===== config.mk =====
export PLATFORM = sky130hd
export DESIGN_NAME = rdm_div
export DESIGN_NICKNAME = d
export VERILOG_FILES = /design/src/rtl/rdm_pkg.sv /design/src/rtl/rdm_div.sv
export SDC_FILE = /design/constraint.sdc
export NUM_CORES = 1
export LEC_CHECK = 0
export ABC_AREA = 0
export BUFFER_PORTS_ARGS = -buffer_cell sky130_fd_sc_hd__buf_4
export CAP_MARGIN = 20
export CORE_AREA = 2 2 91 93
export CTS_CLUSTER_SIZE = 28
export DETAILED_ROUTE_END_ITERATION = 6
export DIE_AREA = 0 0 93 95
export GPL_ROUTABILITY_DRIVEN = 0
export PLACE_DENSITY = 0.77
export SLEW_MARGIN = 20
export SYNTH_ARGS = -nofsm -noshare
export SYNTH_HDL_FRONTEND = slang
export SYNTH_SLANG_ARGS = --single-unit

===== constraint.sdc =====
create_clock -name i_clk -period 5.8 [get_ports i_clk]
set_input_delay 0.87 -clock i_clk [delete_from_list [all_inputs] [get_ports i_clk]]
set_output_delay 0.87 -clock i_clk [all_outputs]
set_load 0.03 [all_outputs]

===== src/rtl/rdm_pkg.sv =====
// ----------------------------------------------------------------------------
// rdm_pkg
// shared constants, codes and fixed-point helpers for the drive mixer
// ----------------------------------------------------------------------------
package rdm_pkg;

    localparam int FRAC_BITS = 14;
    localparam int W_AXIS    = 16;
    localparam int W_CFG     = 15;
    localparam int W_WHEEL   = 20;
    localparam int W_ACC     = 18;
    localparam int W_MUL     = 21;
    localparam int W_PROD    = 2 * W_MUL;
    localparam int W_NUM     = 32;
    localparam int W_DEN     = 18;
    localparam int W_SD      = W_PROD - FRAC_BITS + 1;

    localparam logic [W_CFG-1:0] ONE_Q = W_CFG'(1 << FRAC_BITS);

    // configuration register indexes
    typedef enum logic [2:0] {
        CFG_DEADBAND  = 3'd0,
        CFG_EXPONENT  = 3'd1,
        CFG_THRESHOLD = 3'd2,
        CFG_ALPHA     = 3'd3,
        CFG_FOUR      = 3'd4,
        CFG_INVERT    = 3'd5
    } t_cfg_idx;

    // drive modes
    typedef enum logic [1:0] {
        MODE_TANK      = 2'd0,
        MODE_ARCADE    = 2'd1,
        MODE_CURVATURE = 2'd2,
        MODE_HOLONOMIC = 2'd3
    } t_mode;

    // divider handshake
    typedef struct packed {
        logic             start;
        logic [W_NUM-1:0] num;
        logic [W_DEN-1:0] den;
    } t_div_req;

    // drop fraction bits, rounding half away from zero
    function automatic logic signed [W_SD-1:0] scale_down(input logic signed [W_PROD-1:0] v);
        logic [W_PROD-1:0] m;
        logic [W_PROD-1:0] r;
        m = v[W_PROD-1] ? W_PROD'(-v) : W_PROD'(v);
        r = (m + W_PROD'(1 << (FRAC_BITS - 1))) >> FRAC_BITS;
        return v[W_PROD-1] ? -$signed(W_SD'(r)) : $signed(W_SD'(r));
    endfunction

endpackage


===== src/rtl/rdm_div.sv =====
// ----------------------------------------------------------------------------
// rdm_div
// radix-2 restoring divider, one quotient bit per cycle
// ----------------------------------------------------------------------------
module rdm_div (
    input  logic                      i_clk,
    input  logic                      i_rst_n,
    input  rdm_pkg::t_div_req         i_req,
    output logic                      o_done,
    output logic [rdm_pkg::W_NUM-1:0] o_quot
);
    import rdm_pkg::*;

    localparam int W_CNT = $clog2(W_NUM + 1);

    logic [W_NUM-1:0] r_q, n_q;
    logic [W_DEN-1:0] r_rem, n_rem;
    logic [W_DEN-1:0] r_den;
    logic [W_CNT-1:0] r_cnt;
    logic             r_busy;
    logic             r_done;
    logic [W_DEN:0]   rem_sh;

    // one shift-subtract step
    always_comb begin
        rem_sh = {r_rem, r_q[W_NUM-1]};
        n_q    = {r_q[W_NUM-2:0], 1'b0};
        n_rem  = rem_sh[W_DEN-1:0];
        if (rem_sh >= {1'b0, r_den}) begin
            n_rem  = W_DEN'(rem_sh - {1'b0, r_den});
            n_q[0] = 1'b1;
        end
    end

    // control
    always_ff @(posedge i_clk) begin
        if (!i_rst_n) begin
            r_busy <= 1'b0;
            r_done <= 1'b0;
            r_cnt  <= '0;
        end else begin
            r_done <= 1'b0;
            if (i_req.start) begin
                r_busy <= 1'b1;
                r_cnt  <= W_CNT'(W_NUM);
            end else if (r_busy) begin
                r_cnt <= r_cnt - 1'b1;
                if (r_cnt == W_CNT'(1)) begin
                    r_busy <= 1'b0;
                    r_done <= 1'b1;
                end
            end
        end
    end

    // datapath
    always_ff @(posedge i_clk) begin
        if (i_req.start) begin
            r_q   <= i_req.num;
            r_rem <= '0;
            r_den <= i_req.den;
        end else if (r_busy) begin
            r_q   <= n_q;
            r_rem <= n_rem;
        end
    end

    assign o_done = r_done;
    assign o_quot = r_q;

endmodule


==> flow_metrics.tcl <==
set metrics [dict create \
    min-delay-path-class "reg -> reg" \
    r2r_cells 7 \
    place_ws_ns 3.01 \
    hpwl_um 6970 \
    dieHeight_um 95 \
    diodes 0 \
    yosysMostFrequentCell "edfxtp_1" \
    hold_viol 0 \
    grt_first_pass_wirelength_um 15700 \
    finalSetupViolations 0 \
    die_width_um 93 \
    cts_num_sinks 76 \
    worstPathMaxFanout 16 \
    nFillCells 677 \
    synth_top_cell_by_area "edfxtp_1" \
    synth_seq_cells 76 \
    async_flop_share_pct 0 \
    cap_violations 0 \
    ant_nets 0 \
    synthFlopType "edfxtp_1" \
    drc 0 \
    port_buffers 85 \
    rows 33 \
    syn_area_um2 4240 \
    start_util_pct 53.5 \
    syn_inst 400 \
    grtUsageTotal_pct 22.8 \
    overflow 0 \
    setup_slack_ns 3.01 \
    fmax_mhz 358 \
    ctsResizeCount 0 \
    viasPerCell 5.74 \
    post-cts-setup-buffers 0 \
    drtIter0Drc 229 \
    vias 3378 \
    slew_viol_final 0 \
    p_leak_nw 2.11 \
    start_kind "flop" \
    ys_types 57 \
    grt_pass1_vias 3341 \
    period_share_pct 48.1 \
    synth_edf_count 50 \
    netlist_top_cells_count "edfxtp_1 (50), nor2_1 (44), mux2_2 (32), dfxtp_1 (26), inv_1 (26)" \
    clk_path_buf_depth 2 \
    synthTopCellsByArea "edfxtp_1 (35%), dfxtp_1 (12%), mux2_2 (8.5%)" \
    syn_avg_cell_area_um2 10.6 \
    synth_seq_area_share_pct 47.7 \
    holdBufCountCts 0 \
    ff_latch_area_um2 2020 \
    cts_tree "done" \
    synth_warnings 0 \
    antenna_found_initial 0 \
    placed_cells 572 \
    syn-num-nets 474 \
    worst-setup-path-type "reg -> reg" \
    r2r_slack_ns 3.01 \
    drt_wl_total_um 9740 \
    core_um2 7930 \
    min_path_cells 2 \
    cp-end-kind "flop" \
    rsz0062_at_grt "no" \
    period_minus_slack_ns 2.79 \
    path_clk_slew_ns 0.10 \
    multiInputGateArea_um2 2010 \
    syn_to_final_growth_pct 20.5 \
    finClkSkew_ns 0.0167 \
    cts_made_buffers 9 \
    cp.arrival_ns 2.91 \
    first_pass_iters 5 \
    ctsHtreeMaxLevel 3 \
    grt_max_degree 66 \
    cts_root_buffer "clkbuf_8" \
    ios 86 \
    wl_per_cell_um 16.6 \
    outcome "completed" \
    final_cells 588 \
    worstMarginPinSlew_ns 0.818 \
    setup_tns_ns 0 \
    synth_top_cell_area_share_pct 35.4 \
    p_per_area_nw_per_um2 289 \
    peakVddDrop_mv 0.273 \
    cp.required_ns 5.92 \
    worstSkewPairLatency_ns 0.36 \
    drive_above_1_share_pct 32.5 \
    die_area_um2 8840 \
    relSlewSlack_pct 45.5 \
    final_nets 552 \
]
[area by class of cell]
type	instances	share of cell area [%]
clock inverters	7	1.30
multi-input cells	278	39.4
clock buffers	9	2.43
repair buffers	87	12.8
well taps	105	2.57
flip-flops and latches	76	39.6
inverters	26	1.91
[logic make-up (layout without fill, tap and decap cells)]
logic type	after synthesis	count (layout)	synth area share, %
multiplexers	32	32	8.50
adder cells (fa/ha/maj)	21	21	6.38
AO/OA/AOI/OAI	90	90	16.0
buffers and inverters	46	129	4.84
flip-flops	76	76	47.7
XOR/XNOR	17	17	3.51
AND/OR/NAND/NOR	118	118	13.1
[placed cells by master (no fill, tap or decap), types with 3 or more instances in the layout]
| master | n |
|---|---|
| a21o_1 | 5 |
| a21oi_1 | 17 |
| a21oi_2 | 4 |
| a311oi_1 | 6 |
| a311oi_2 | 3 |
| a31oi_1 | 5 |
| and3_1 | 8 |
| buf_4 | 87 |
| clkbuf_8 | 9 |
| dfxtp_1 | 25 |
| edfxtp_1 | 50 |
| ha_1 | 20 |
| inv_1 | 26 |
| inv_8 | 3 |
| mux2_2 | 32 |
| nand2_1 | 23 |
| nand2b_1 | 3 |
| nand3_1 | 18 |
| nand3_2 | 3 |
| nand4_1 | 3 |
| nor2_1 | 44 |
| nor2b_1 | 3 |
| nor3_1 | 4 |
| o211ai_1 | 6 |
| o21a_1 | 3 |
| o21ai_0 | 14 |
| o31ai_1 | 4 |
| o41ai_1 | 3 |
| xnor2_1 | 12 |
| xor2_1 | 5 |
[final timing paths]
path | to | startpoint
max | o_quot[0]$_DFFE_PP_ | r_rem[13]$_SDFFE_PP0P_
min | r_rem[6]$_SDFFE_PP0P_ | r_rem[6]$_SDFFE_PP0P_
max reg2reg | o_quot[0]$_DFFE_PP_ | r_rem[13]$_SDFFE_PP0P_
min reg2reg | r_rem[6]$_SDFFE_PP0P_ | r_rem[6]$_SDFFE_PP0P_
[report_power, final]
group	internal, mW	switching (mW)	leakage (nW)	total (mW)
clock	0.167	0.237	0.0918	0.403
sequential	0.636	0.0374	0.712	0.673
combinational	0.165	0.232	1.31	0.398
[through the flow]
step / utilization (%) / hold slack, ns / power [mW] / area [um2]
6_report: 64.4 / 0.519 / 1.47 / 5110
5_1_grt: 64.4 / 0.535 / 1.54 / 5110
4_1_cts: 64.4 / 0.517 / 1.48 / 5110
3_5_place_dp: 62.0 / 0.504 / 1.08 / 4920
3_3_place_gp: 62.0 / 0.481 / 1.07 / 4920
2_1_floorplan: - / 0.469 / 0.960 / 4240
[routing by layer]
metal	vias up	wire, um	GRT usage [%]	share of wire [%]
li1	1627	-	-	-
met1	1597	4070	28.4	42
met2	138	4680	37.7	48
met3	16	823	7.10	8.5
met4	0	166	7.72	1.7
met5	-	0	0	0
[worst max-delay path, stage by stage (launching register included)]
cell and delay, ns:
dfxtp_1 0.35, ha_1 0.39, a21oi_2 0.25, o21ai_2 0.12, a41oi_2 0.24, and3_1 0.68
nand2_1 0.20, mux2_2 0.31
[state kept, by name, indices dropped and copies added (netlist names)]
register	count
o_quot	32
r_den	18
r_rem	18
r_cnt	6
o_done	1
r_busy	1
(Power assumes the default switching activity.)
